`config.mk`:
```
export PLATFORM = sky130hd
export DESIGN_NAME = iir_direct_form_two_filter_top
export DESIGN_NICKNAME = d
export VERILOG_FILES = /design/src/hdl/iirdf2_pkg.sv /design/src/hdl/iirdf2_coef_regs.sv /design/src/hdl/iirdf2_ctrl.sv /design/src/hdl/iirdf2_dp.sv /design/src/hdl/iir_direct_form_two_filter_top.sv
export SDC_FILE = /design/constraint.sdc
export NUM_CORES = 2
export LEC_CHECK = 0
export BUFFER_PORTS_ARGS = -buffer_cell sky130_fd_sc_hd__buf_4
export CORE_ASPECT_RATIO = 1.4
export CORE_UTILIZATION = 66
export DETAILED_ROUTE_END_ITERATION = 8
export PLACE_DENSITY = 0.86
export RECOVER_POWER = 25
export SETUP_SLACK_MARGIN = 0.15
export SYNTH_ARGS = -nofsm -noshare
export SYNTH_HDL_FRONTEND = slang
export SYNTH_SLANG_ARGS = --single-unit
```
`constraint.sdc`:
```
create_clock -name clk -period 10.5 [get_ports clk]
set_input_delay 2.1 -clock clk [delete_from_list [all_inputs] [get_ports clk]]
set_output_delay 2.1 -clock clk [all_outputs]
set_load 0.02 [all_outputs]
```
`src/hdl/iirdf2_pkg.sv`:
```
`timescale 1ns / 1ps
// ----------------------------------------------------------------------------
// iirdf2_pkg
// Shared widths, codes, command types and rounding helpers for the
// direct form II IIR filter.
// ----------------------------------------------------------------------------
package iirdf2_pkg;

	localparam int ORDER     = 3;
	localparam int FRAC_BITS = 20;
	localparam int COEF_W    = 24;
	localparam int SAMPLE_W  = 18;
	localparam int AUX_W     = 32;
	localparam int PROD_W    = COEF_W + AUX_W;
	localparam int ACC_W     = PROD_W + 2;
	localparam int RND_W     = ACC_W - FRAC_BITS;
	localparam int NUM_REGS  = 7;
	localparam int REG_IDX_W = 3;
	localparam int TDATA_W   = ((SAMPLE_W + 7) / 8) * 8;

	typedef logic signed [COEF_W-1:0]   coef_t;
	typedef logic signed [SAMPLE_W-1:0] sample_t;
	typedef logic signed [AUX_W-1:0]    aux_t;
	typedef logic signed [PROD_W-1:0]   prod_t;
	typedef logic signed [ACC_W-1:0]    acc_t;
	typedef logic signed [RND_W-1:0]    rnd_t;

	typedef coef_t coef_bank_t [NUM_REGS];

	typedef enum logic [REG_IDX_W-1:0] {
		REG_B0 = 3'd0,
		REG_B1 = 3'd1,
		REG_B2 = 3'd2,
		REG_B3 = 3'd3,
		REG_A1 = 3'd4,
		REG_A2 = 3'd5,
		REG_A3 = 3'd6
	} reg_idx_t;

	typedef enum logic [1:0] {
		VAL_W1   = 2'd0,
		VAL_W2   = 2'd1,
		VAL_W3   = 2'd2,
		VAL_WNEW = 2'd3
	} val_sel_t;

	typedef enum logic [1:0] {
		ACC_HOLD      = 2'd0,
		ACC_LOAD_X    = 2'd1,
		ACC_ADD       = 2'd2,
		ACC_LOAD_PROD = 2'd3
	} acc_op_t;

	typedef struct packed {
		acc_op_t  acc_op;
		reg_idx_t coef_sel;
		val_sel_t val_sel;
		logic     w_load;
		logic     y_load;
	} dp_cmd_t;

	typedef struct packed {
		logic out_free;
	} dp_status_t;

	localparam acc_t  ROUND_HALF = acc_t'(1) <<< (FRAC_BITS - 1);
	localparam coef_t COEF_ONE   = coef_t'(1) <<< FRAC_BITS;

	function automatic rnd_t round_shift(input acc_t a);
		acc_t t;
		t = a + ROUND_HALF;
		return rnd_t'(t[ACC_W-1:FRAC_BITS]);
	endfunction

	function automatic aux_t round_sat_w(input acc_t a);
		rnd_t r;
		r = round_shift(a);
		if ((&r[RND_W-1:AUX_W-1]) || !(|r[RND_W-1:AUX_W-1]))
			return r[AUX_W-1:0];
		else if (r[RND_W-1])
			return {1'b1, {(AUX_W-1){1'b0}}};
		else
			return {1'b0, {(AUX_W-1){1'b1}}};
	endfunction

	function automatic sample_t round_sat_y(input acc_t a);
		rnd_t r;
		r = round_shift(a);
		if ((&r[RND_W-1:SAMPLE_W-1]) || !(|r[RND_W-1:SAMPLE_W-1]))
			return r[SAMPLE_W-1:0];
		else if (r[RND_W-1])
			return {1'b1, {(SAMPLE_W-1){1'b0}}};
		else
			return {1'b0, {(SAMPLE_W-1){1'b1}}};
	endfunction

endpackage

```
`src/hdl/iirdf2_coef_regs.sv`:
```
`timescale 1ns / 1ps
// ----------------------------------------------------------------------------
// iirdf2_coef_regs
// Coefficient register bank written through the configuration channel.
// ----------------------------------------------------------------------------
module iirdf2_coef_regs (
	input  logic                            clk,
	input  logic                            arst_n,
	input  logic                            cfg_valid,
	output logic                            cfg_ready,
	input  logic [iirdf2_pkg::REG_IDX_W-1:0] cfg_index,
	input  logic [iirdf2_pkg::COEF_W-1:0]    cfg_data,
	output iirdf2_pkg::coef_bank_t          coefs
);
	import iirdf2_pkg::*;

	coef_t coef_q [NUM_REGS];
	logic  wr_en;

	assign cfg_ready = 1'b1;
	assign wr_en     = cfg_valid && (cfg_index < REG_IDX_W'(NUM_REGS));

	always_ff @(posedge clk or negedge arst_n) begin
		if (!arst_n) begin
			for (int i = 0; i < NUM_REGS; i++)
				coef_q[i] <= (i == int'(REG_B0)) ? COEF_ONE : '0;
		end else if (wr_en) begin
			coef_q[cfg_index] <= coef_t'(cfg_data);
		end
	end

	// taps beyond the filter order read as zero
	for (genvar i = 0; i < NUM_REGS; i++) begin : g_tap
		localparam int TAP = (i < 4) ? i : i - 3;
		if (TAP <= ORDER) begin : g_used
			assign coefs[i] = coef_q[i];
		end else begin : g_unused
			assign coefs[i] = '0;
		end
	end

endmodule

```
`src/hdl/iirdf2_ctrl.sv`:
```
`timescale 1ns / 1ps
// ----------------------------------------------------------------------------
// iirdf2_ctrl
// Sequencer that issues the multiply-accumulate steps for one sample.
// ----------------------------------------------------------------------------
module iirdf2_ctrl (
	input  logic                   clk,
	input  logic                   arst_n,
	input  logic                   in_valid,
	output logic                   in_ready,
	input  iirdf2_pkg::dp_status_t status,
	output iirdf2_pkg::dp_cmd_t    cmd
);
	import iirdf2_pkg::*;

	typedef enum logic [8:0] {
		S_IDLE = 9'b000000001,
		S_A2   = 9'b000000010,
		S_A3   = 9'b000000100,
		S_AF   = 9'b000001000,
		S_W    = 9'b000010000,
		S_B2   = 9'b000100000,
		S_B3   = 9'b001000000,
		S_B0   = 9'b010000000,
		S_Y    = 9'b100000000
	} state_t;

	state_t state_q;
	state_t state_d;

	assign in_ready = (state_q == S_IDLE);

	always_comb begin
		state_d      = state_q;
		cmd.acc_op   = ACC_HOLD;
		cmd.coef_sel = REG_A1;
		cmd.val_sel  = VAL_W1;
		cmd.w_load   = 1'b0;
		cmd.y_load   = 1'b0;
		case (state_q)
			S_IDLE: begin
				if (in_valid) begin
					cmd.acc_op = ACC_LOAD_X;
					state_d    = S_A2;
				end
			end
			S_A2: begin
				cmd.acc_op   = ACC_ADD;
				cmd.coef_sel = REG_A2;
				cmd.val_sel  = VAL_W2;
				state_d      = S_A3;
			end
			S_A3: begin
				cmd.acc_op   = ACC_ADD;
				cmd.coef_sel = REG_A3;
				cmd.val_sel  = VAL_W3;
				state_d      = S_AF;
			end
			S_AF: begin
				cmd.acc_op   = ACC_ADD;
				cmd.coef_sel = REG_B1;
				cmd.val_sel  = VAL_W1;
				state_d      = S_W;
			end
			S_W: begin
				cmd.acc_op   = ACC_LOAD_PROD;
				cmd.w_load   = 1'b1;
				cmd.coef_sel = REG_B2;
				cmd.val_sel  = VAL_W2;
				state_d      = S_B2;
			end
			S_B2: begin
				cmd.acc_op   = ACC_ADD;
				cmd.coef_sel = REG_B3;
				cmd.val_sel  = VAL_W3;
				state_d      = S_B3;
			end
			S_B3: begin
				cmd.acc_op   = ACC_ADD;
				cmd.coef_sel = REG_B0;
				cmd.val_sel  = VAL_WNEW;
				state_d      = S_B0;
			end
			S_B0: begin
				cmd.acc_op = ACC_ADD;
				state_d    = S_Y;
			end
			S_Y: begin
				if (status.out_free) begin
					cmd.y_load = 1'b1;
					state_d    = S_IDLE;
				end
			end
			default: begin
				state_d = S_IDLE;
			end
		endcase
	end

	always_ff @(posedge clk or negedge arst_n) begin
		if (!arst_n)
			state_q <= S_IDLE;
		else
			state_q <= state_d;
	end

	a_accept_starts: assert property (@(posedge clk) disable iff (!arst_n)
		in_valid && in_ready |=> state_q == S_A2)
		else $error("accepted sample did not start the sequence");

	a_result_only_when_free: assert property (@(posedge clk) disable iff (!arst_n)
		cmd.y_load |-> status.out_free && state_q == S_Y)
		else $error("result pushed while output register is occupied");

	a_no_accept_while_busy: assert property (@(posedge clk) disable iff (!arst_n)
		state_q != S_IDLE |-> !in_ready)
		else $error("input ready while a sample is in progress");

endmodule

```
`src/hdl/iirdf2_dp.sv`:
```
`timescale 1ns / 1ps
// ----------------------------------------------------------------------------
// iirdf2_dp
// Shared multiplier, accumulator, delay line and output register.
// ----------------------------------------------------------------------------
module iirdf2_dp (
	input  logic                   clk,
	input  logic                   arst_n,
	input  iirdf2_pkg::dp_cmd_t    cmd,
	output iirdf2_pkg::dp_status_t status,
	input  iirdf2_pkg::sample_t    sample_in,
	input  iirdf2_pkg::coef_bank_t coefs,
	input  logic                   out_ready,
	output logic                   out_valid,
	output iirdf2_pkg::sample_t    sample_out
);
	import iirdf2_pkg::*;

	aux_t    w1_q, w2_q, w3_q;
	aux_t    wnew_q;
	prod_t   prod_s1;
	acc_t    acc_q;
	sample_t y_q;
	logic    out_valid_q;
	coef_t   coef_m;
	aux_t    val_m;

	always_comb begin
		case (cmd.coef_sel)
			REG_B0:  coef_m = coefs[0];
			REG_B1:  coef_m = coefs[1];
			REG_B2:  coef_m = coefs[2];
			REG_B3:  coef_m = coefs[3];
			REG_A1:  coef_m = coefs[4];
			REG_A2:  coef_m = coefs[5];
			REG_A3:  coef_m = coefs[6];
			default: coef_m = '0;
		endcase
	end

	always_comb begin
		case (cmd.val_sel)
			VAL_W1:   val_m = w1_q;
			VAL_W2:   val_m = w2_q;
			VAL_W3:   val_m = w3_q;
			VAL_WNEW: val_m = wnew_q;
			default:  val_m = '0;
		endcase
	end

	always_ff @(posedge clk) begin
		prod_s1 <= prod_t'(coef_m) * prod_t'(val_m);
	end

	always_ff @(posedge clk) begin
		case (cmd.acc_op)
			ACC_LOAD_X:    acc_q <= acc_t'(sample_in) <<< FRAC_BITS;
			ACC_ADD:       acc_q <= acc_q + acc_t'(prod_s1);
			ACC_LOAD_PROD: acc_q <= acc_t'(prod_s1);
			default:       acc_q <= acc_q;
		endcase
		if (cmd.w_load)
			wnew_q <= round_sat_w(acc_q);
		if (cmd.y_load)
			y_q <= round_sat_y(acc_q);
	end

	always_ff @(posedge clk or negedge arst_n) begin
		if (!arst_n) begin
			w1_q <= '0;
			w2_q <= '0;
			w3_q <= '0;
		end else if (cmd.y_load) begin
			w3_q <= w2_q;
			w2_q <= w1_q;
			w1_q <= wnew_q;
		end
	end

	always_ff @(posedge clk or negedge arst_n) begin
		if (!arst_n)
			out_valid_q <= 1'b0;
		else if (cmd.y_load)
			out_valid_q <= 1'b1;
		else if (out_ready)
			out_valid_q <= 1'b0;
	end

	assign status.out_free = !out_valid_q || out_ready;
	assign out_valid       = out_valid_q;
	assign sample_out      = y_q;

	a_valid_from_push: assert property (@(posedge clk) disable iff (!arst_n)
		$rose(out_valid_q) |-> $past(cmd.y_load))
		else $error("output valid rose without a result push");

	a_delay_shift: assert property (@(posedge clk) disable iff (!arst_n)
		cmd.y_load |=> w1_q == $past(wnew_q) && w2_q == $past(w1_q))
		else $error("delay line did not shift on result push");

	a_line_holds: assert property (@(posedge clk) disable iff (!arst_n)
		!cmd.y_load |=> $stable(w1_q) && $stable(w3_q))
		else $error("delay line changed outside a result push");

endmodule

```
`src/hdl/iir_direct_form_two_filter_top.sv`:
```
`timescale 1ns / 1ps
// An accepted input steps through states A2, A3, AF, W, B2, B3, B0 and Y, where
//   it waits for a free output register; the single shared 24x32 multiplier and
//   accumulator handle the seven coefficient products of a sample in sequence.
// Only an idle sequencer takes a sample; writing the output register frees it.
// Reset (arst_n low, asynchronous): delay line cleared, b0 = 1.0, other
//   coefficients zero, no output pending.
// ----------------------------------------------------------------------------
// iir_direct_form_two_filter_top
// Third-order direct form II IIR filter with Q3.20 coefficients.
// ----------------------------------------------------------------------------
module iir_direct_form_two_filter_top (
	input  logic                            clk,
	input  logic                            arst_n,
	input  logic                            s_axis_tvalid,
	output logic                            s_axis_tready,
	input  logic [iirdf2_pkg::TDATA_W-1:0]   s_axis_tdata,  // [17:0] sample_in
	output logic                            m_axis_tvalid,
	input  logic                            m_axis_tready,
	output logic [iirdf2_pkg::TDATA_W-1:0]   m_axis_tdata,  // [17:0] sample_out
	input  logic                            cfg_valid,
	output logic                            cfg_ready,
	input  logic [iirdf2_pkg::REG_IDX_W-1:0] cfg_index,
	input  logic [iirdf2_pkg::COEF_W-1:0]    cfg_data
);
	import iirdf2_pkg::*;

	coef_bank_t coefs;
	dp_cmd_t    cmd;
	dp_status_t status;
	sample_t    sample_out;

	iirdf2_coef_regs u_coef_regs (
		.clk       (clk),
		.arst_n    (arst_n),
		.cfg_valid (cfg_valid),
		.cfg_ready (cfg_ready),
		.cfg_index (cfg_index),
		.cfg_data  (cfg_data),
		.coefs     (coefs)
	);

	iirdf2_ctrl u_ctrl (
		.clk      (clk),
		.arst_n   (arst_n),
		.in_valid (s_axis_tvalid),
		.in_ready (s_axis_tready),
		.status   (status),
		.cmd      (cmd)
	);

	iirdf2_dp u_dp (
		.clk        (clk),
		.arst_n     (arst_n),
		.cmd        (cmd),
		.status     (status),
		.sample_in  (sample_t'(s_axis_tdata[SAMPLE_W-1:0])),
		.coefs      (coefs),
		.out_ready  (m_axis_tready),
		.out_valid  (m_axis_tvalid),
		.sample_out (sample_out)
	);

	assign m_axis_tdata = {{(TDATA_W-SAMPLE_W){1'b0}}, sample_out};

endmodule
```
==> out/results.tsv <==
stage	metric	value	unit
floorplanning	die_h	323.1	um
final_layout	final_cell_mix	nand2_1 (951), inv_1 (855), fa_1 (784)	
cts	clock_latency	0.65	ns
logic_synthesis	ys_types	106	
global_routing	grt_max_degree	106	
cts	cts.sinks	438	
setup_path	crit_required	11.03	ns
sta	slew_violations	261	
setup_path	max_stage_delay	0.67	ns
drt	ant_nets	0	
logic_synthesis	ys.flop_type	dfrtp_1	
cts	hold_buffers	0	
drt	drc	0	
logic_synthesis	synth_top_family_by_area	adder cells	
floorplanning	rows	117	
sta	rsz0062_at_grt	true	
logic_synthesis	synth-adder-area-share	0.3765	
cts	clockBufferDepth	3	
global_routing	grt_pass1_vias	40150	
logic_synthesis	ys_seq_area_frac	0.2310	
drt	drt_iter0_drc	4013	
logic_synthesis	post_synth.cell_area_avg	9.465	sq um
logic_synthesis	synth_compound_area_frac	0.09063	
floorplanning	core_area	0.07276	sq mm
cts	h-tree-depth	2	
sta	fmax	99.39	MHz
logic_synthesis	synthArstFlopShare	0.6256	
floorplanning	start_util	0.6679	
logic_synthesis	syn_area	0.04859	sq mm
final_layout	drive_gt1_frac	0.09691	
logic_synthesis	synth_xor_area_frac	0.02722	
setup_path	critPathCaptureType	flip-flop	
placed_design	gp_congestion	0.9772	
cts	post-cts-setup-buffers	0	
floorplanning	die_width	231.3	um
hold_path	hold_path_class	flip-flop to flip-flop	
cts	clockRootBuffer	clkbuf_16	
final_layout	utilization	0.7107	
final_layout	layout_commonest_cell	nand2_1	
drt	drt_wl_total	137400	um
sta	hold_viol	0	
global_routing	grt_pass1_wl	218200	um
final_layout	nFillCells	5067	
global_routing	antenna_found_initial	4	
logic_synthesis	yosys.area_share.simple	0.1400	
global_routing	grtUsageTotal	0.3827	
placed_design	hpwl	106700	um
sta	setup_viol	0	
logic_synthesis	syn-instance-count	5134	
final_layout	syn_to_final_growth	6.411	%
logic_synthesis	synth_edf_count	108	
sta	tns	0	ns
setup_path	crit_path_start_kind	flip-flop	
outcome	violations	max-capacitance violations, max-slew violations	
setup_path	regToRegSetupSlack	0.44	ns
cts	cts_resized	0	
setup_path	cp_slowest_cell	o21ai_1	
sta	post-route-min-period	10.06	ns
setup_path	critPathKind	flip-flop to flip-flop	
logic_synthesis	yosys_register_bits	438	
global_routing	grt-ovfl-total	0	
sta	fin_crit_sh	0.9582	
drt	dr_total_vias	37810	
floorplanning	die_area	0.07473	sq mm
setup_path	cp_common_cell	fa_1	
cts	numCtsBuffers	46	
setup_path	critPathMaxFanout	92	
sta	skew	0.08123	ns
setup_path	cp.arrival	10.59	ns
placed_design	pre_cts_ws	0.5090	ns
sta	worst_slew_pin_slew	5.689	ns
logic_synthesis	yosys-mux-area-fraction	0.04305	
placed_design	portBuffers	69	
run	maxCapViolations	6	
cts	clk_pin_slew_worst_paths	0.08	ns
floorplanning	io_pins	83	
sta	fin_ws	0.4391	ns
final_layout	fin_nets	6149	
drt	drtPass1Iterations	7	
cts	cts_tree	done	
drt	vias_per_cell	6.207	
sta	slew_headroom	-2.793	
outcome	status	finished, violations left	
drt	wl_per_cell	22.55	um
logic_synthesis	ys.warnings.count	0	
critical path: cells and delay by family (launching register included):
family          cells  cell delay (ns)
fa+ha+maj           8             3.95
compound gates      9             2.58
simple gates        8             1.98
buf+inv             7             0.66
flops               1             0.54
xor+xnor            1             0.17
metrics by stage:
stage / instance area [sq um] / hold WS, ns / instances
2_1_floorplan: 48610 / 0.4395 / 5139
3_3_place_gp: 50170 / 0.4492 / 6005
3_5_place_dp: 50170 / 0.4635 / 6005
4_1_cts: 51740 / 0.4710 / 6091
5_1_grt: 51710 / 0.5072 / 6092
6_report: 51710 / 0.4740 / 6092
sequential cells by signal (all words and copies together) (netlist names):
signal / flops
u_dp.acc_q: 58
u_coef_regs.coefs: 168
u_dp.sample_out: 18
u_dp.w1_q: 32
u_dp.prod_s1: 56
u_ctrl.state_q: 9
u_dp.out_valid: 1
u_dp.wnew_q: 32
u_dp.w3_q: 32
u_dp.w2_q: 32
cell families (layout without fill, tap and decap cells):
group,Yosys count,count (layout)
AO/OA/AOI/OAI,671,671
adder cells (fa/ha/maj),992,992
XOR/XNOR,151,151
flip-flops,438,438
buffers and inverters,1128,1128
other,2,8
AND/OR/NAND/NOR,1564,1564
multiplexers,188,188
routing by layer:
| layer | track usage | vias to the layer above | share of wire |
|---|---|---|---|
| met5 | 0 | - | 0.00017 |
| met4 | 0.2608 | 4 | 0.079 |
| met3 | 0.07167 | 534 | 0.090 |
| met2 | 0.6363 | 2068 | 0.49 |
| met1 | 0.4518 | 18950 | 0.34 |
| li1 | - | 16260 | - |
path summary, 6_finish.rpt:
path / start / end / cells past startpoint
setup / recovery: u_ctrl.state_q[8] / u_dp.prod_s1[54] / 33
hold / removal: u_dp.wnew_q[0] / u_dp.w1_q[0] / 2
setup reg to reg: u_ctrl.state_q[8] / u_dp.prod_s1[54] / 33
hold reg to reg: u_dp.wnew_q[0] / u_dp.w1_q[0] / 2
max in group asynchronous: arst_n / u_dp.w2_q[28] / 2
min in group asynchronous: arst_n / u_coef_regs.coefs[95] / 1
synthesized netlist by cell type, types with 96 or more instances:
| cell type | instances | area, sq um |
|---|---|---|
| fa_1 | 784 | 15700 |
| edfxtp_1 | 108 | 3243 |
| mux2_2 | 168 | 1892 |
| clkbuf_1 | 155 | 581.8 |
| ha_1 | 208 | 2603 |
| inv_1 | 855 | 3209 |
| nand2_1 | 953 | 3577 |
| a21oi_1 | 153 | 765.7 |
| buf_2 | 96 | 480.5 |
| o21ai_0 | 134 | 670.6 |
| dfrtp_1 | 272 | 6807 |
| nor2_1 | 284 | 1066 |
area by class of cell:
class	instances	area, sq um	area share
clock inverters	30	350.3	0.006775
well taps	952	1191	0.02304
diodes	1	2.502	0.00004839
repair buffers	186	1436	0.02778
flip-flops and latches	438	11220	0.2170
multi-input cells	3573	33070	0.6396
inverters	856	3216	0.06219
clock buffers	56	1219	0.02357
Power is left out: the tool's default activity adds up to more than one toggle a clock period on the data nets, which glitch-free logic cannot reach.
